File: src/design/periodic_grid_fd_stencil_core_macros.svh
// ----------------------------------------------------------------------------
// Stencil core assertion macros
// Concurrent assertion shorthands, clocked on clk. They compile away when
// NO_ASSERTIONS is defined.
// ----------------------------------------------------------------------------
`ifndef PERIODIC_GRID_FD_STENCIL_CORE_MACROS_SVH
`define PERIODIC_GRID_FD_STENCIL_CORE_MACROS_SVH

`ifndef NO_ASSERTIONS

// Property checked out of reset.
`define FDS_ASSERT(label, prop, msg) \
  label: assert property (@(posedge clk) disable iff (rst) (prop)) else $error(msg);

// Condition in one cycle implies a condition in the next one.
`define FDS_ASSERT_NEXT(label, pre, post, msg) \
  label: assert property (@(posedge clk) disable iff (rst) (pre) |=> (post)) else $error(msg);

`else

`define FDS_ASSERT(label, prop, msg)
`define FDS_ASSERT_NEXT(label, pre, post, msg)

`endif

`endif

File: src/design/fds_pkg.sv
// ----------------------------------------------------------------------------
// Stencil core package
// Shared widths, codes, the sequencer control bundle and saturation helpers.
// ----------------------------------------------------------------------------
package fds_pkg;

  // Command codes
  localparam logic CMD_WRITE = 1'b0;
  localparam logic CMD_EVAL  = 1'b1;

  // Status codes
  localparam logic [1:0] STATUS_OK    = 2'd0;
  localparam logic [1:0] STATUS_SAT   = 2'd1;
  localparam logic [1:0] STATUS_RANGE = 2'd2;

  // Register indexes
  localparam logic [2:0] REG_ROWS  = 3'd0;
  localparam logic [2:0] REG_COLS  = 3'd1;
  localparam logic [2:0] REG_XFIRST = 3'd2;
  localparam logic [2:0] REG_YFIRST = 3'd3;
  localparam logic [2:0] REG_XSEC  = 3'd4;
  localparam logic [2:0] REG_YSEC  = 3'd5;

  // Stencil taps, in read order
  localparam logic [3:0] TAP_C0 = 4'd0;
  localparam logic [3:0] TAP_R1 = 4'd1;
  localparam logic [3:0] TAP_R2 = 4'd2;
  localparam logic [3:0] TAP_L1 = 4'd3;
  localparam logic [3:0] TAP_L2 = 4'd4;
  localparam logic [3:0] TAP_U1 = 4'd5;
  localparam logic [3:0] TAP_U2 = 4'd6;
  localparam logic [3:0] TAP_D1 = 4'd7;
  localparam logic [3:0] TAP_D2 = 4'd8;

  localparam int SUM_W      = 24;  // weighted sums fit in 23 bits signed
  localparam int SCALE_W    = 24;
  localparam int RES_W      = 32;
  localparam int NUM_SUMS   = 8;   // x1, y1, x2, y2 for both parts
  localparam int NUM_SCALES = 4;
  localparam int PROD_W     = SUM_W + SCALE_W + 1;

  // Sum slots: x1 re/im, y1 re/im, x2 re/im, y2 re/im
  localparam logic [2:0] SLOT_LAST = 3'd7;

  typedef logic signed [SUM_W-1:0] sum_t;
  typedef logic signed [RES_W-1:0] res_t;

  typedef struct packed {
    logic       clear;     // new evaluation starts
    logic       acc_en;    // read data valid for accumulation
    logic [3:0] acc_tap;   // which tap the read data belongs to
    logic       mul_go;    // issue one product
    logic [2:0] mul_slot;  // sum slot for the product
    logic       lap_go;    // form both Laplacian sums
  } ctl_t;

  function automatic res_t sat33(input logic signed [RES_W:0] v);
    res_t r;
    if (v[RES_W] != v[RES_W-1]) begin
      r = v[RES_W] ? {1'b1, {(RES_W-1){1'b0}}} : {1'b0, {(RES_W-1){1'b1}}};
    end else begin
      r = v[RES_W-1:0];
    end
    return r;
  endfunction

  function automatic logic ovf33(input logic signed [RES_W:0] v);
    return v[RES_W] ^ v[RES_W-1];
  endfunction

endpackage

File: src/design/fds_scale_unit.sv
// ----------------------------------------------------------------------------
// Scale unit
// One shared multiplier: sum times Q8.16 scale, floor shift by 16, saturate.
// Also forms the saturated Laplacian sums and the sticky saturation flag.
// ----------------------------------------------------------------------------
module fds_scale_unit (
  input  logic                          clk,
  input  logic                          rst,
  input  fds_pkg::ctl_t                 ctl,
  input  fds_pkg::sum_t                 sums [fds_pkg::NUM_SUMS],
  input  logic [fds_pkg::SCALE_W-1:0]   scales [fds_pkg::NUM_SCALES],
  output fds_pkg::res_t                 res [fds_pkg::NUM_SUMS],
  output fds_pkg::res_t                 lap_re,
  output fds_pkg::res_t                 lap_im,
  output logic                          sat_any
);

  localparam int RW = fds_pkg::RES_W;
  localparam int PW = fds_pkg::PROD_W;

  logic signed [PW-1:0]            prod;
  logic signed [PW-1:0]            prod_next;
  logic signed [fds_pkg::SCALE_W:0] scale_s;
  logic [2:0]                      slot_q;
  logic                            go_q;
  logic signed [RW:0]              q;
  logic signed [RW:0]              lap_re_sum;
  logic signed [RW:0]              lap_im_sum;

  assign scale_s    = {1'b0, scales[ctl.mul_slot[2:1]]};
  assign prod_next  = sums[ctl.mul_slot] * scale_s;
  // arithmetic shift is a floor division by 2^16
  assign q          = prod[PW-1:16];
  assign lap_re_sum = {res[4][RW-1], res[4]} + {res[6][RW-1], res[6]};
  assign lap_im_sum = {res[5][RW-1], res[5]} + {res[7][RW-1], res[7]};

  always_ff @(posedge clk) begin
    if (rst) begin
      go_q <= 1'b0;
    end else begin
      go_q <= ctl.mul_go;
    end
  end

  always_ff @(posedge clk) begin
    if (ctl.mul_go) begin
      prod   <= prod_next;
      slot_q <= ctl.mul_slot;
    end
    if (go_q) begin
      res[slot_q] <= fds_pkg::sat33(q);
    end
    if (ctl.lap_go) begin
      lap_re <= fds_pkg::sat33(lap_re_sum);
      lap_im <= fds_pkg::sat33(lap_im_sum);
    end
  end

  always_ff @(posedge clk) begin
    if (rst || ctl.clear) begin
      sat_any <= 1'b0;
    end else if (go_q && fds_pkg::ovf33(q)) begin
      sat_any <= 1'b1;
    end else if (ctl.lap_go && (fds_pkg::ovf33(lap_re_sum) || fds_pkg::ovf33(lap_im_sum))) begin
      sat_any <= 1'b1;
    end
  end

endmodule

File: config.mk
export PLATFORM = sky130hd
export DESIGN_NAME = fds_scale_unit
export DESIGN_NICKNAME = d
export VERILOG_FILES = /design/src/design/periodic_grid_fd_stencil_core_macros.svh /design/src/design/fds_pkg.sv /design/src/design/fds_scale_unit.sv
export SDC_FILE = /design/constraint.sdc
export NUM_CORES = 2
export LEC_CHECK = 0
export ABC_AREA = 1
export BUFFER_PORTS_ARGS = -buffer_cell sky130_fd_sc_hd__buf_4
export CORE_MARGIN = 4
export CORE_UTILIZATION = 59
export CTS_BUF_LIST = sky130_fd_sc_hd__clkbuf_16
export CTS_CLUSTER_DIAMETER = 40
export DETAILED_ROUTE_END_ITERATION = 8
export GPL_TIMING_DRIVEN = 0
export PLACE_DENSITY = 0.91
export SYNTH_ARGS = -nofsm -noshare
export SYNTH_HDL_FRONTEND = slang
export SYNTH_SLANG_ARGS = --single-unit
File: constraint.sdc
create_clock -name clk -period 8.9 [get_ports clk]
set_input_delay 1.335 -clock clk [delete_from_list [all_inputs] [get_ports clk]]
set_output_delay 1.335 -clock clk [all_outputs]
set_load 0.05 [all_outputs]
# ---- After elaboration in Yosys (flattened, before gate mapping)
# Cells that the tools add are included.
# W data, S select, Z words.
dict set report totals {
  elab_cells 54
  latch_bits 0
  mem_bits_ro 0
  mem_bits_rw 0
  reg_bits 374
  output_inout_bits 321
  memories 0
  input_bits 301
}
dict set report classes {
  div 0
  n_reduce_logical 6
  n_mul 1
  n_lt_le_gt_ge 4
  bitwise 6
  shift 0
  n_mux 18
  add_sub_neg 2
  n_eq_ne 3
}
# op count
set ops {}
lappend ops {{$bwmux W256} 1}
lappend ops {{$mux W32} 8}
lappend ops {{$demux W32 S3} 1}
lappend ops {{$mux W24} 4}
lappend ops {{$bmux W24 S3} 1}
lappend ops {{$add A32 B32 Y33} 2}
lappend ops {{$mul A24 B25 Y49} 1}
lappend ops {{$bmux W24 S2} 1}
lappend ops {{$ge A4 B4 Y1 const B} 2}
lappend ops {{$not A3 Y4} 2}
lappend ops {{$lt A4 B1 Y1 const B} 1}
lappend ops {{$ge A3 B3 Y1 const B} 1}
lappend ops {{$logic_and A1 B1 Y1} 3}
lappend ops {{$ne A1 B1 Y1} 3}
lappend ops {{$not A2 Y3} 1}
lappend ops {{$xor A1 B1 Y1} 3}
lappend ops {{$logic_or A1 B1 Y1} 2}
lappend ops {{$mux W1} 2}
lappend ops {{$reduce_bool A2 Y1} 1}

# ---- Logic depth before layout (Yosys ltp)
dict set report depth {
  word_depth 6
  mapped_depth 37
  mapped_depth_nobuf 34
}

# ---- Worst setup path before layout
# OpenSTA, ideal clock, no wires.
dict set report synth_path {
  kind {in2reg}
  from {in ctl[2] in the netlist's numbering}
  to {reg prod[48] (data pin)}
  cell_stages 32
  required_time_ns 8.648
  n_path_buf 5
  path_slack_ns 0.985
  setup_ns 0.252
  arrival_time_ns 7.663
  cell_sequence {buf_6 -> inv_4 -> buf_6 -> buf_4 -> buf_2 -> nand2_1 -> a32oi_1 -> buf_2 -> nand2_1 -> fa_1 -> inv_1 -> fa_1 -> inv_1 -> fa_1 -> fa_1 -> inv_1 -> fa_1 -> fa_1 -> inv_1 -> fa_1 -> inv_1 -> ha_1 -> a21oi_1 -> inv_1 -> a31oi_1 -> o21ai_0 -> a21oi_1 -> nor2_1 -> a211oi_1 -> nand2_1 -> nand2_1 -> nand2_1}
}
dict set report synth_between {
  elab_chain_cells 5
  elab_cells_between_ends 9
  classes_between {mul (1); mux (6); bitwise (2)}
}
# element line
set synth_lines {}
lappend synth_lines {{start, declared} fds_scale_unit.sv:9} ;# input fds_pkg::ctl_t ctl,
lappend synth_lines {{$not A3 Y4 (implied by the code) or $not A2 Y3 (tied branches)} {fds_scale_unit.sv:31, fds_scale_unit.sv:30}}
lappend synth_lines {{$bmux W24 S3 or $bmux W24 S2 (tied branches)} {fds_scale_unit.sv:31, fds_scale_unit.sv:30}}
lappend synth_lines {{$mux W24, on equally long branches (2 in series)} {fds_scale_unit.sv:31, fds_scale_unit.sv:30}}
lappend synth_lines {{$mul A24 B25 Y49 *} fds_scale_unit.sv:31} ;# assign prod_next = sums[ctl.mul_slot] * scale_s;
lappend synth_lines {{net prod_next[48]} fds_scale_unit.sv:22} ;# logic signed [PW-1:0] prod_next;
lappend synth_lines {{end signal, assigned} fds_scale_unit.sv:47} ;# prod <= prod_next;
lappend synth_lines {{end, declared} fds_scale_unit.sv:21} ;# logic signed [PW-1:0] prod;
# The timed path passes the listed nets; every way through them passes the cells marked *. The select of a mux whose other input is x is not followed.
# A chain may end at the register's enable or synchronous reset.

# ---- Final worst setup path
dict set report layout_path {
  from {in ctl[1] in the netlist's numbering}
  to {reg prod[40] (data pin)}
}
dict set report layout_between {
  elab_chain_cells 5
}
# element line
set layout_lines {}
lappend layout_lines {{$not A3 Y4 (implied by the code)} fds_scale_unit.sv:31}
lappend layout_lines {{$bmux W24 S3} fds_scale_unit.sv:31}
lappend layout_lines {{$mux W24 (implied by the code) (2 in series)} fds_scale_unit.sv:31}
lappend layout_lines {{$mul A24 B25 Y49} fds_scale_unit.sv:31}
lappend layout_lines {{net prod_next[40]} fds_scale_unit.sv:22}
# The timed path passes the listed nets, and every way through them passes these cells. The select of a mux whose other input is x is not followed.

==> reports/results.ini <==
[run_status]
status=finished, final reports clean

[min_path]
hold_end=sat_any$_SDFFE_PP0P_
hp-class=reg -> reg
whs_path_depth=2
hold_start=sat_any$_SDFFE_PP0P_

[critical_path]
r2r-end=lap_re[10]$_DFFE_PP_
worst-r2r-setup-slack_ns=5.51
path_max_fanout=10
crit_type=in -> reg
crit_path_start_kind=primary input
path_common_cell=fa_1
required_ns=9.18
max_stage_delay_ns=0.54
regToRegStartpoint=res[96]$_DFFE_PP_
critPathTopFamily=adder cells
crit_buf_inv=11
rr_worst_depth=16
cpMaxStageDelayCell=fa_1
worstPathArrival_ns=9.07
critPathCaptureType=register

[timing]
hold_viol=0
slew_viol_final=0
setup_viol=0
worst_pin_slew_ns=0.867
final.min_clock_period_ns=8.80
finalCritPeriodShare_pct=98.8
finalClockSkew_ns=0.0146
max-slew-margin-rel_pct=42.2
fmax_ghz=0.114

[synth]
synth_seq_cells=358
synth_top_family_by_area=adder cells
yosys.area.top_type_share_pct=29.2
synth_ff_type=edfxtp_1
synth-compound-area-share_pct=7.44
synth-seq-area-share_pct=29.3
synth_area_leader_cell=edfxtp_1
synth_cell_types=50
synth_nets=5083
synth_xor_area_share_pct=1.87
yosys-top-cells-area=edfxtp_1, fa_1, ha_1
yosysWarnings=0
synthesis.instances=4035
async_flop_share_pct=0
netlist_area_um2=36600
synth_mux_area_share_pct=0
synth_simple_gate_area_share_pct=16.3
synth_edf_count=356
synth.avg_cell_area_um2=9.07
synth-adder-area-share_pct=35.5

[clock_tree]
cts-htree-levels=2
cts_made_buffers=35
cts-root-buf=clkbuf_16
cts_sinks=358
clk_pin_slew_worst_paths_ns=0.06
worstSkewPairLatency_ns=0.54
cts_tree=yes
hold_buffers=0
clockBufferDepth=3

[grt]
grt_pass1_vias=33800
grt_pass1_wl_um=208000
track_usage_pct=42.0
grtUsageMet1_pct=51.8
grt_overflow=0
use_met3_pct=9.89
grt_util_met2_pct=67.7
grt_max_degree=66
top_usage_layer=met2
antenna_found_initial=3

[die]
fp.dieH_um=257
initial_core_util_pct=59.5
io_pins=622
core.rowCount=91
core_um2=61500
dieArea_um2=66000
die_w_um=257

[layout]
layout.nets=5757
multi_input_area_um2=22700
syn_to_final_growth_pct=20.8
regArea_um2=10700
final_layout_size_suffix_gt1_share_pct=19.8
num-fill-cells=4635
fin_util_pct=71.9

[place]
dpl.hpwl_um=118000
portBuffers=616
gp_congestion=1.02

[routing]
wl_per_cell_um=25.5
routed_via_density=5.98
vias=33100
firstDrtPassIters=6
drc=0
wl_um=141000
initialDrtViolationCount=3727
ant_nets=0

[run]
maxCapViolations=0

[worst max path at each step]
| stage | cells past startpoint | to | slack [ns] | from |
|---|---|---|---|---|
| after floorplan | 32 | prod[48]$_DFFE_PP_ | 0.99 | ctl[2] |
| after global placement | 27 | prod[40]$_DFFE_PP_ | -1.06 | ctl[2] |
| after detailed placement | 27 | prod[40]$_DFFE_PP_ | -1.26 | ctl[2] |
| after CTS | 31 | prod[40]$_DFFE_PP_ | 0.01 | ctl[1] |
| after global routing | 34 | prod[46]$_DFFE_PP_ | -0.002 | ctl[2] |
| final | 30 | prod[40]$_DFFE_PP_ | 0.10 | ctl[1] |
[cells in the final DEF (no fill, tap or decap), types with 41 or more instances in the layout]
cell      count
a21oi_1     148
buf_2        67
buf_4       642
edfxtp_1    356
fa_1        483
ha_1        264
inv_1       700
nand2_1     849
nand3_1      69
nor2_1      498
o21ai_0     156
o221ai_1     41
xor2_1       47
[final cells by class]
cell class / count / area share [%]
Antenna cell: 1 / 0.00566
Buffer: 155 / 1.99
Clock buffer: 35 / 1.98
Clock inverter: 29 / 0.841
Inverter: 726 / 6.19
Multi-Input combinational cell: 2795 / 51.4
Sequential cell: 358 / 24.3
Tap cell: 790 / 2.24
Timing Repair Buffer: 638 / 11.1
[metrics by stage]
stage          cells  setup WS (ns)  hold slack [ns]  area [um2]  setup TNS [ns]
3_3_place_gp    5441          -1.06            0.512       42200          -20.19
6_report        5527          0.104            0.526       44200               0
4_1_cts         5514         0.0102            0.525       43800               0
3_5_place_dp    5449          -1.26            0.516       42400          -22.54
2_1_floorplan   4035          0.985            0.536       36600               0
5_1_grt         5527       -0.00182            0.587       44200        -0.00182
[cells in the mapped netlist, types with 3 or more instances]
| library cell | number |
|---|---|
| nand2_1 | 860 |
| inv_1 | 700 |
| nor2_1 | 506 |
| fa_1 | 483 |
| edfxtp_1 | 356 |
| ha_1 | 264 |
| o21ai_0 | 159 |
| a21oi_1 | 153 |
| buf_2 | 89 |
| nand3_1 | 69 |
| clkbuf_1 | 48 |
| xor2_1 | 47 |
| o221ai_1 | 45 |
| xnor2_1 | 31 |
| inv_2 | 23 |
| nor3_1 | 20 |
| a32oi_1 | 18 |
| a31oi_1 | 16 |
| o21ai_1 | 15 |
| nand2_2 | 13 |
| o21bai_1 | 13 |
| or2_2 | 13 |
| buf_4 | 12 |
| nor4_1 | 11 |
| a21o_1 | 10 |
| and3_1 | 5 |
| buf_6 | 5 |
| nand4_1 | 5 |
| o21a_1 | 5 |
| a32oi_2 | 4 |
| a21boi_0 | 3 |
| inv_4 | 3 |
| nand3_2 | 3 |
| o211ai_1 | 3 |
[cells by family after synthesis]
kind of cell | after synthesis
buffers and inverters | 882
adder cells (fa/ha/maj) | 747
XOR/XNOR | 78
flip-flops | 358
AO/OA/AOI/OAI | 457
AND/OR/NAND/NOR | 1513
[layer usage]
metal,up-vias,part of all wire [%]
met5,-,0.019
met4,4,7.9
met3,585,11
met2,2495,46
met1,15900,35
li1,14100,-
[what timing repair did]
action	4_1_cts	5_1_grt
pin swaps	1	7
resized for setup	29	96
endpoints found under the setup margin	27	26
setup buffers	2	12
[worst min-delay path: cells and delay by family (launching register included)]
| kind | cells | cell delay [ns] |
|---|---|---|
| flip-flops | 1 | 0.31 |
| AO/OA/AOI/OAI | 2 | 0.18 |
[sequential cells by signal, summed over array words and instances, names as in the netlist]
register,count
slot_q,3
sat_any,1
prod,33
lap_re,32
lap_im,32
go_q,1
res,256
Power is not shown: default switching activity piles up to over one toggle a cycle in this logic, so the estimate is an artifact.
