$ cat src/design/periodic_grid_fd_stencil_core_macros.svh
// ----------------------------------------------------------------------------
// Stencil core assertion macros
// Concurrent assertion shorthands, clocked on clk. They compile away when
// NO_ASSERTIONS is defined.
// ----------------------------------------------------------------------------
`ifndef PERIODIC_GRID_FD_STENCIL_CORE_MACROS_SVH
`define PERIODIC_GRID_FD_STENCIL_CORE_MACROS_SVH

`ifndef NO_ASSERTIONS

// Property checked out of reset.
`define FDS_ASSERT(label, prop, msg) \
  label: assert property (@(posedge clk) disable iff (rst) (prop)) else $error(msg);

// Condition in one cycle implies a condition in the next one.
`define FDS_ASSERT_NEXT(label, pre, post, msg) \
  label: assert property (@(posedge clk) disable iff (rst) (pre) |=> (post)) else $error(msg);

`else

`define FDS_ASSERT(label, prop, msg)
`define FDS_ASSERT_NEXT(label, pre, post, msg)

`endif

`endif

$ cat src/design/fds_pkg.sv
// ----------------------------------------------------------------------------
// Stencil core package
// Shared widths, codes, the sequencer control bundle and saturation helpers.
// ----------------------------------------------------------------------------
package fds_pkg;

  // Command codes
  localparam logic CMD_WRITE = 1'b0;
  localparam logic CMD_EVAL  = 1'b1;

  // Status codes
  localparam logic [1:0] STATUS_OK    = 2'd0;
  localparam logic [1:0] STATUS_SAT   = 2'd1;
  localparam logic [1:0] STATUS_RANGE = 2'd2;

  // Register indexes
  localparam logic [2:0] REG_ROWS  = 3'd0;
  localparam logic [2:0] REG_COLS  = 3'd1;
  localparam logic [2:0] REG_XFIRST = 3'd2;
  localparam logic [2:0] REG_YFIRST = 3'd3;
  localparam logic [2:0] REG_XSEC  = 3'd4;
  localparam logic [2:0] REG_YSEC  = 3'd5;

  // Stencil taps, in read order
  localparam logic [3:0] TAP_C0 = 4'd0;
  localparam logic [3:0] TAP_R1 = 4'd1;
  localparam logic [3:0] TAP_R2 = 4'd2;
  localparam logic [3:0] TAP_L1 = 4'd3;
  localparam logic [3:0] TAP_L2 = 4'd4;
  localparam logic [3:0] TAP_U1 = 4'd5;
  localparam logic [3:0] TAP_U2 = 4'd6;
  localparam logic [3:0] TAP_D1 = 4'd7;
  localparam logic [3:0] TAP_D2 = 4'd8;

  localparam int SUM_W      = 24;  // weighted sums fit in 23 bits signed
  localparam int SCALE_W    = 24;
  localparam int RES_W      = 32;
  localparam int NUM_SUMS   = 8;   // x1, y1, x2, y2 for both parts
  localparam int NUM_SCALES = 4;
  localparam int PROD_W     = SUM_W + SCALE_W + 1;

  // Sum slots: x1 re/im, y1 re/im, x2 re/im, y2 re/im
  localparam logic [2:0] SLOT_LAST = 3'd7;

  typedef logic signed [SUM_W-1:0] sum_t;
  typedef logic signed [RES_W-1:0] res_t;

  typedef struct packed {
    logic       clear;     // new evaluation starts
    logic       acc_en;    // read data valid for accumulation
    logic [3:0] acc_tap;   // which tap the read data belongs to
    logic       mul_go;    // issue one product
    logic [2:0] mul_slot;  // sum slot for the product
    logic       lap_go;    // form both Laplacian sums
  } ctl_t;

  function automatic res_t sat33(input logic signed [RES_W:0] v);
    res_t r;
    if (v[RES_W] != v[RES_W-1]) begin
      r = v[RES_W] ? {1'b1, {(RES_W-1){1'b0}}} : {1'b0, {(RES_W-1){1'b1}}};
    end else begin
      r = v[RES_W-1:0];
    end
    return r;
  endfunction

  function automatic logic ovf33(input logic signed [RES_W:0] v);
    return v[RES_W] ^ v[RES_W-1];
  endfunction

endpackage

$ cat src/design/fds_tap_accum.sv
// ----------------------------------------------------------------------------
// Tap accumulator
// Folds one grid cell per cycle into the eight weighted stencil sums.
// ----------------------------------------------------------------------------
module fds_tap_accum (
  input  logic            clk,
  input  fds_pkg::ctl_t   ctl,
  input  logic [31:0]     data,
  output fds_pkg::sum_t   sums [fds_pkg::NUM_SUMS]
);

  localparam int SW = fds_pkg::SUM_W;

  fds_pkg::sum_t add [fds_pkg::NUM_SUMS];

  // slot p: x1, 2+p: y1, 4+p: x2, 6+p: y2; p = 0 real, 1 imaginary
  always_comb begin : b_add
    logic signed [SW-1:0] v;
    logic signed [SW-1:0] t8;
    logic signed [SW-1:0] t16;
    logic signed [SW-1:0] t30;
    for (int p = 0; p < 2; p++) begin
      v   = SW'(signed'(data[16*p +: 16]));
      t8  = v <<< 3;
      t16 = v <<< 4;
      t30 = (v <<< 5) - (v <<< 1);
      add[p]     = '0;
      add[2 + p] = '0;
      add[4 + p] = '0;
      add[6 + p] = '0;
      case (ctl.acc_tap)
        fds_pkg::TAP_C0: begin
          add[4 + p] = -t30;
          add[6 + p] = -t30;
        end
        fds_pkg::TAP_R1: begin
          add[p]     = t8;
          add[4 + p] = t16;
        end
        fds_pkg::TAP_R2: begin
          add[p]     = -v;
          add[4 + p] = -v;
        end
        fds_pkg::TAP_L1: begin
          add[p]     = -t8;
          add[4 + p] = t16;
        end
        fds_pkg::TAP_L2: begin
          add[p]     = v;
          add[4 + p] = -v;
        end
        fds_pkg::TAP_U1: begin
          add[2 + p] = t8;
          add[6 + p] = t16;
        end
        fds_pkg::TAP_U2: begin
          add[2 + p] = -v;
          add[6 + p] = -v;
        end
        fds_pkg::TAP_D1: begin
          add[2 + p] = -t8;
          add[6 + p] = t16;
        end
        fds_pkg::TAP_D2: begin
          add[2 + p] = v;
          add[6 + p] = -v;
        end
        default: begin
        end
      endcase
    end
  end

  always_ff @(posedge clk) begin
    if (ctl.clear) begin
      for (int k = 0; k < fds_pkg::NUM_SUMS; k++) begin
        sums[k] <= '0;
      end
    end else if (ctl.acc_en) begin
      for (int k = 0; k < fds_pkg::NUM_SUMS; k++) begin
        sums[k] <= sums[k] + add[k];
      end
    end
  end

endmodule

$ cat config.mk
export PLATFORM = sky130hd
export DESIGN_NAME = fds_tap_accum
export DESIGN_NICKNAME = d
export VERILOG_FILES = /design/src/design/periodic_grid_fd_stencil_core_macros.svh /design/src/design/fds_pkg.sv /design/src/design/fds_tap_accum.sv
export SDC_FILE = /design/constraint.sdc
export NUM_CORES = 1
export LEC_CHECK = 0
export BUFFER_PORTS_ARGS = -buffer_cell sky130_fd_sc_hd__buf_4
export CORE_MARGIN = 5
export CORE_UTILIZATION = 30
export CTS_CLUSTER_DIAMETER = 200
export DETAILED_ROUTE_END_ITERATION = 10
export GPL_TIMING_DRIVEN = 0
export MAX_ROUTING_LAYER = met4
export PLACE_DENSITY = 0.56
export SETUP_SLACK_MARGIN = 0.3
export SLEW_MARGIN = 20
export SYNTH_ARGS = -nofsm -noshare
export SYNTH_HDL_FRONTEND = slang
export SYNTH_SLANG_ARGS = --single-unit
$ cat constraint.sdc
create_clock -name clk -period 5.7 [get_ports clk]
set_input_delay 0.57 -clock clk [delete_from_list [all_inputs] [get_ports clk]]
set_output_delay 0.57 -clock clk [all_outputs]
set_load 0.005 [all_outputs]
After elaboration in Yosys (flattened, before gate mapping)
Index checks and enable logic that the tools add are counted.
W data, S select, Z words.
{ "op_classes": {"n_reduce_logical": 5, "n_shift": 0, "magnitude_cmp": 0, "multipliers": 0, "n_mux": 8, "n_eq_ne": 8, "addsub": 16, "n_div": 0, "bitwise": 0} }
{ "ops": {"columns": ["operator", "count"], "rows": [
  ["$pmux W24 S4", 4],
  ["$pmux W24 S3", 4],
  ["$add A24 B24 Y24", 8],
  ["$neg A16 Y24", 2],
  ["$neg A19 Y24", 2],
  ["$neg A22 Y24", 2],
  ["$sub A21 B17 Y22", 2],
  ["$eq A4 B3 Y1 const B", 4],
  ["$eq A4 B2 Y1 const B", 2],
  ["$reduce_or A2 Y1", 4],
  ["$eq A4 B1 Y1 const B", 1],
  ["$eq A4 B4 Y1 const B", 1],
  ["$logic_not A4 Y1", 1]
]} }
{ "totals": {"register_bits": 192, "out_inout_bits": 192, "latchBits": 0, "in_bits": 44, "rom_bits": 0, "mem_count": 0, "ram_bits": 0} }

Depth between registers and ports, before layout
Gate-level depths: netlist of run 1.
{ "depth": {"word_depth": 4, "ltp_mapped": 23, "mapped_depth_nobuf": 22} }

Worst setup path before layout of run 1
OpenSTA, ideal clock, no wires.
{ "synth_timing": {"path_kind": "input port to flip-flop", "startpoint": "in data[1]", "endpoint": "reg sums[191] (netlist name)", "arrival_time_ns": 5.459, "path_buffers": 1, "required_ns": 5.577, "setup_slack_ns": 0.118, "path_stages": 18, "setup_ns": 0.123, "cell_sequence": "clkbuf_1 inv_1 ha_1 or4b_4 or4_4 or3_2 xnor2_1 o21ai_0 ha_1 a21o_1 a21o_1 a211oi_1 nor2_1 a2111oi_1 o21ai_0 a2111o_1 o211ai_1 mux2_1"} }
{ "synth_via": {"elab_chain_cells": 3, "elab_cells_between_ends": 4} }
{ "synth_lines": {"columns": ["item", "line_no", "source"], "rows": [
  ["start, declared", "fds_tap_accum.sv:8", "input logic [31:0] data,"],
  ["$neg A19 Y24 or $neg A16 Y24 (tied branches)", "fds_tap_accum.sv:45, fds_tap_accum.sv:41", null],
  ["$pmux W24 S4 *", "fds_tap_accum.sv:31", "case (ctl.acc_tap)"],
  ["$add A24 B24 Y24 *", "fds_tap_accum.sv:81", "sums[k] <= sums[k] + add[k];"],
  ["end signal, assigned by index", "fds_tap_accum.sv:81", null],
  ["end, declared", "fds_tap_accum.sv:9", "output fds_pkg::sum_t sums [fds_pkg::NUM_SUMS]"]
]} }
Mark *: on every way between the ends. The rest lies on a longest branch, timed or not.
A chain may end at the register's enable or synchronous reset.

Worst setup path in the final report of run 1
{ "layout_timing": {"startpoint": "in ctl[5] (netlist name)", "endpoint": "reg sums[95] (netlist name)"} }
{ "layout_via": {"elab_chain_cells": 4, "elab_cells_between_ends": 9} }
{ "layout_lines": {"columns": ["item", "line_no", "source"], "rows": [
  ["start, declared", "fds_tap_accum.sv:7", "input fds_pkg::ctl_t ctl,"],
  ["$eq A4 B3 Y1, or another cell as far along", "fds_tap_accum.sv:31", null],
  ["$reduce_or A2 Y1 (no source line)", null, null],
  ["$pmux W24 S3 *", "fds_tap_accum.sv:31", null],
  ["$add A24 B24 Y24 *", "fds_tap_accum.sv:81", null]
]} }
Marked as above.

==> results of run 1 <==
[synth_stat cells (all sizes together), types with 6 or more instances]
cell | number | share of area [%]
a22o | 8 | 0.36
o221ai | 38 | 1.7
a211oi | 35 | 1.3
a221oi | 7 | 0.31
a311oi | 6 | 0.27
a211o | 10 | 0.44
a22oi | 50 | 1.9
mux2 | 6 | 0.34
a222oi | 22 | 1.1
nand4 | 10 | 0.32
dfxtp | 192 | 20
xor2 | 72 | 3.2
buf | 26 | 1.0
nor4 | 10 | 0.35
o21ai | 226 | 5.8
fa | 10 | 1.0
o22ai | 10 | 0.32
mux2i | 68 | 3.5
and2 | 13 | 0.41
o31ai | 12 | 0.46
a221o | 32 | 1.6
nand3b | 8 | 0.30
or3 | 20 | 0.65
inv | 102 | 1.9
nand2 | 217 | 4.2
or2 | 11 | 0.35
a2111oi | 8 | 0.36
o21a | 26 | 1.0
a21oi | 194 | 4.9
o21bai | 21 | 0.80
xnor2 | 123 | 5.5
a21o | 84 | 3.2
and3 | 27 | 0.86
nand3 | 57 | 1.5
o211ai | 19 | 0.72
nor3 | 58 | 1.5
nor2b | 41 | 1.3
a31oi | 16 | 0.51
ha | 220 | 14
clkbuf | 106 | 2.0
nand2b | 24 | 0.76
nor2 | 272 | 5.2
a21boi | 12 | 0.46
[cell families after synthesis]
logic type / Yosys count
xor+xnor: 195
fa+ha+maj: 230
buf+inv: 235
simple gates: 787
compound gates: 874
flops: 192
mux: 74
[power groups by stage]
stage / sequential [uW] / clock [uW] / combinational (uW)
3_3_place_gp: 1560 / 0 / 1450
6_report: 1530 / 1270 / 1510
5_1_grt: 1540 / 1350 / 1630
2_1_floorplan: 1530 / 0 / 917
3_5_place_dp: 1560 / 0 / 1450
4_1_cts: 1530 / 1300 / 1470
[cells in the final DEF (no fill, tap or decap), drive strengths merged, types with 68 or more instances in the layout]
master	n
mux2i	68
buf	255
clkbuf	123
o21ai	226
nand2	217
inv	110
ha	220
xnor2	123
a21oi	194
dfxtp	192
a21o	84
nor2	272
xor2	72
[final timing paths]
path                                   to  slack, ns  cells after the start
worst max-delay path             sums[95]       0.37                     17
worst min-delay path            sums[143]       0.45                      3
worst max register to register   sums[95]       2.14                     10
worst min register to register   sums[65]       0.48                      2
[final cells by class]
type,count,area (sq um)
diodes,11,27.5
plain buffers,132,633
clock buffers,17,425
clock inverters,15,143
fillers,7104,42000
inverters,103,395
multi-input cells,2160,15100
flip-flops and latches,192,3840
well taps,864,1080
repair buffers,229,1740
[critical path: cells and delay by family]
family / cells / cell delay, ns
buffers and inverters: 4 / 1.01
muxes: 1 / 0.37
and+or+nand+nor: 4 / 1.27
AOI/OAI and AO/OA: 7 / 2.16
adders and majority gates: 1 / 0.33
[what timing repair did]
action | 4_1_cts | 5_1_grt
gates resized for setup | 31 | 39
endpoints found under the setup margin | 37 | 13
pin swaps | 1 | 5
gates cloned | 0 | 0
endpoints found under the hold margin | 0 | 0
setup buffers | 2 | 5
[metal layers]
metal  part of all wire [%]  vias to the layer above  global-route usage, %
li1                       -                    10076                      -
met3                    9.0                      177                   6.57
met1                     43                     9996                   32.3
met2                     44                      908                   37.8
met5                      0                        -                      -
met4                    4.2                        0                   9.61
[metrics by stage]
| step | cell area [sq um] | util [%] | worst slack [ns] | setup TNS [ns] |
|---|---|---|---|---|
| 2_1_floorplan | 19700 | - | 0.338 | 0 |
| 3_3_place_gp | 22500 | 34.3 | -1.36 | -25.90 |
| 3_5_place_dp | 22500 | 34.4 | -1.40 | -23.23 |
| 4_1_cts | 23200 | 35.4 | 0.299 | 0 |
| 5_1_grt | 23400 | 35.8 | 0.139 | 0 |
| 6_report | 23400 | 35.8 | 0.366 | 0 |
==> flow_metrics.tcl, run 1 <==
set metrics [dict create \
    top_register "sums" \
    postSynth.asyncResetShare_pct 0 \
    max_freq_mhz 187 \
    hold_viol_final 0 \
    synth_edf_count 0 \
    grt_pass1_wl_um 129000 \
    ys_ff_latch 192 \
    whs_ns 0.454 \
    cts.sinks 192 \
    start_util_pct 30.1 \
    htreeDepth 4 \
    worstSetupStartpoint "ctl[5]" \
    postCtsHoldBufs 0 \
    path_max_fanout 10 \
    rsz0062_at_grt "yes" \
    synthMuxAreaShare_pct 3.80 \
    pwr-share-seq_pct 35.5 \
    timing.final.crit_share_pct 93.6 \
    nets 3109 \
    min_from "ctl[10]" \
    path_common_cell "a21oi_1" \
    criticalPathCategory "in -> reg" \
    totalPowerFinal_uw 4300 \
    critPathSlowestCell "nor4b_1" \
    antenna_found_initial 11 \
    finalSetupViolCount 0 \
    worstPathCellList "buf_4 > buf_6 > nor4b_1 > clkbuf_2 > nor2_2 > clkbuf_1 > o21ai_0 > ha_1 > a21oi_1 > nor2b_1 > o311a_1 > o221a_2 > o31ai_1 > a21oi_1 > or3_1 > a21oi_2 > mux2_2" \
    gp_congestion 0.992 \
    synthAdderAreaFrac_pct 15.0 \
    drtAntennaViolNets 0 \
    slew_headroom_pct 16.7 \
    worstReg2RegStart "sums[73]" \
    yosys.area_share.simple_pct 18.6 \
    start_kind "input port" \
    synth_top_family_by_area "compound AO/OA/AOI/OAI gates" \
    yosysSeqAreaShare_pct 19.5 \
    slowest_delay_ns 0.60 \
    ctsRootBufferMaster "clkbuf_16" \
    synth-compound-area-share_pct 29.4 \
    comb_power_share_pct 35.0 \
    cts.clk_slew.worst_paths_ns 0.08 \
    worstPathArrival_ns 5.74 \
    yosys.area_share.xor_xnor_pct 8.67 \
    synthCells 2587 \
    grt_util_all_layers_pct 25.1 \
    wl_per_cell_um 24.2 \
    core_sq_um 65400 \
    synth_area_per_cell_sq_um 7.61 \
    first_global_vias 19479 \
    drc 0 \
    ioPinCount 236 \
    dp.final_hpwl_um 71100 \
    skew_ns 0.0150 \
    clkLatencyLatePin_ns 0.51 \
    worst_pin_slew_ns 1.25 \
    first_iter_violations 2251 \
    final.min_clock_period_ns 5.33 \
    largest_register_ffs 192 \
    power_density_nw_per_um2 184 \
    yosys_warnings 0 \
    grt_start_max_net_pins 20 \
    die_area_sq_um 70900 \
    syn_nets 2861 \
    reg_top3 "sums: 192 flops" \
    clkPwrFrac_pct 29.4 \
    status "completed" \
    maxSlewViolCount 0 \
    yosysUniqueCellTypes 85 \
    cts_buffer_depth 2 \
    num_rows 94 \
    instances_no_fill 3723 \
    overflow 0 \
    hold_path_class "in -> reg" \
    cp-end-kind "flop" \
    vias 21157 \
    syn_area_sq_um 19700 \
    vdd_drop_max_mv 0.217 \
    p_int_uw 2610 \
    p_leak_uw 0.0108 \
    switching_power_uw 1700 \
    worstPathRequired_ns 6.11 \
    drt-total-wl_um 90200 \
    drive_above_1_share_pct 13.1 \
    syn2layout_area_growth_pct 19.0 \
    portBuffers 222 \
    tritoncts "done" \
    power_switching_share_pct 39.5 \
    cts_made_buffers 17 \
    via_per_inst 5.68 \
    ys.flop_type "dfxtp_1" \
    die_y_um 266 \
    cap_violations 0 \
    placed_cells 3673 \
    first_pass_iters 6 \
    die_w_um 266 \
]
(Power assumes the default switching activity.)
==> run 2: changes to the inputs <==
Settings changed: PLACE_DENSITY 0.56 to 0.55.
Clock period 5.7 ns to 5.79 ns, I/O delays scaled along.
==> run 2 against run 1 <==
Utilization shrank 0.19 points. Highest routed layer unchanged. Clock skew shrank 0.0013 ns. Combinational power is essentially flat.
==> flow_metrics.tcl, run 2 (synthesis gave the netlist of run 1 again) <==
set metrics [dict create \
    overflow 0 \
    rrSetupSlack_ns 2.22 \
    max_freq_mhz 186 \
    via_per_inst 5.75 \
    core_sq_um 65400 \
    final_common_cell "nor2_1" \
    post_dp_cell_area_sq_um 22500 \
    final.min_clock_period_ns 5.39 \
    worst_pin_slew_ns 1.33 \
    cts_buffer_depth 2 \
    largest_register_ffs 192 \
    status "completed" \
    htreeDepth 4 \
    min_from "ctl[10]" \
    ctsRootBufferMaster "clkbuf_16" \
    wl_per_cell_um 24.3 \
    drt-total-wl_um 90400 \
    drc 0 \
    syn2layout_area_growth_pct 18.4 \
    drive_above_1_share_pct 12.6 \
    grt_util_all_layers_pct 25.2 \
    cp-end-kind "flop" \
    first_pass_iters 6 \
    worstPathCellList "buf_4 > clkinvlp_4 > ha_4 > or4b_4 > or4_4 > or3_2 > xnor2_4 > nor2_1 > a221o_1 > ha_1 > a21o_1 > a21o_1 > a21oi_1 > and2_1 > a21oi_1 > or3_1 > a21oi_1 > mux2_2" \
    vdd_drop_max_mv 0.218 \
    path_common_cell "a21oi_1" \
    hold_end "sums[191]" \
    portBuffers 222 \
    tritoncts "done" \
    skew_ns 0.0137 \
    first_iter_violations 2147 \
    power_switching_share_pct 38.8 \
    timing.final.crit_share_pct 93.1 \
    grt_start_max_net_pins 19 \
    comb_power_share_pct 34.7 \
    grt_pass1_wl_um 130000 \
    reg_top3 "sums: 192 flops" \
    crit_buf_inv 2 \
    vias 21365 \
    slew_headroom_pct 11.1 \
    p_leak_uw 0.0107 \
    whs_path_depth 3 \
    worstPathArrival_ns 5.80 \
    critPathSlowestCell "or4_4" \
    dp.final_hpwl_um 71400 \
    gp_congestion 1.01 \
    cts.sinks 192 \
    design_area_sq_um 23300 \
    clkPwrFrac_pct 29.8 \
    whs_ns 0.476 \
    hold_path_class "in -> reg" \
    worstPathRequired_ns 6.20 \
    hold_viol_final 0 \
    cp_top_family "simple AND/OR/NAND/NOR gates" \
    finalSetupViolCount 0 \
    clkLatencyLatePin_ns 0.52 \
    path_max_fanout 8 \
    p_int_uw 2600 \
    maxSlewViolCount 0 \
    die_w_um 266 \
    die_y_um 266 \
    slowest_delay_ns 0.57 \
    rsz0062_at_grt "yes" \
    antenna_found_initial 6 \
    nets 3108 \
    final_cell_mix "269 x nor2_1, 228 x buf_4, 217 x ha_1, 216 x o21ai_0, 216 x nand2_1" \
    setup_slack_ns 0.402 \
    rr_worst_depth 10 \
    cap_violations 0 \
    start_kind "input port" \
    cts.clk_slew.worst_paths_ns 0.09 \
    start_util_pct 30.1 \
    place_ws_ns -1.31 \
    num_rows 94 \
    first_global_vias 19468 \
    die_area_sq_um 70900 \
    pwr-share-seq_pct 35.4 \
    criticalPathCategory "in -> reg" \
    r2r_end "sums[95]" \
    cts_made_buffers 17 \
    worstReg2RegStart "sums[73]" \
    power_density_nw_per_um2 182 \
    top_register "sums" \
    switching_power_uw 1650 \
    drtAntennaViolNets 0 \
    ioPinCount 236 \
]
==> run 2: what timing repair did <==
action,4_1_cts,5_1_grt
hold buffers,0,0
hold endpoints to repair,0,0
buffers inserted,3,3
setup endpoints to repair,22,11
pin swaps,0,3
gates resized for setup,25,38
==> run 2: worst max-delay path by stage <==
stage	startpoint	to	slack [ns]	depth (start not counted)
after floorplan	data[1]	sums[191]	0.33	18
after global placement	data[16]	sums[71]	-1.28	21
after detailed placement	data[16]	sums[71]	-1.31	21
after CTS	data[1]	sums[191]	0.34	18
after global routing	data[3]	sums[95]	0.21	20
final	data[0]	sums[95]	0.40	18
==> run 2: per-stage QoR <==
step | total power (uW) | utilization, % | cells | setup TNS, ns
after detailed placement | 2970 | 34.3 | 3673 | -15.02
after floorplan | 2410 | - | 2587 | 0
after global routing | 4470 | 35.6 | 3716 | 0
after global placement | 2970 | 34.3 | 3673 | -16.23
final | 4250 | 35.7 | 3717 | 0
after CTS | 4250 | 35.4 | 3708 | 0
==> run 2: metal layers <==
| layer | vias up | global-route usage (%) | part of all wire, % |
|---|---|---|---|
| li1 | 10063 | - | - |
| met1 | 10196 | 33.2 | 44 |
| met2 | 938 | 38.8 | 44 |
| met3 | 168 | 4.95 | 8.0 |
| met4 | 0 | 8.64 | 4.0 |
| met5 | - | - | 0 |
==> run 2: power groups by stage <==
| stage | combinational [uW] | clock, uW | sequential (uW) |
|---|---|---|---|
| 2_1_floorplan | 903 | 0 | 1510 |
| 3_3_place_gp | 1430 | 0 | 1540 |
| 3_5_place_dp | 1430 | 0 | 1540 |
| 4_1_cts | 1440 | 1300 | 1510 |
| 5_1_grt | 1600 | 1350 | 1520 |
| 6_report | 1480 | 1270 | 1510 |
==> run 2: final cells by class <==
cell class                      count  area [sq um]
Clock inverter                     14           143
Tap cell                          864          1080
Clock buffer                       18           439
Multi-Input combinational cell   2160         15100
Timing Repair Buffer              228          1710
Inverter                          103           398
Buffer                            132           632
Antenna cell                        6          15.0
Sequential cell                   192          3840
Fill cell                        7073         42100
==> run 2: worst min-delay path: stages <==
cell and delay (ns):
buf_6 0.13, nor2b_1 0.11, mux2_1 0.13
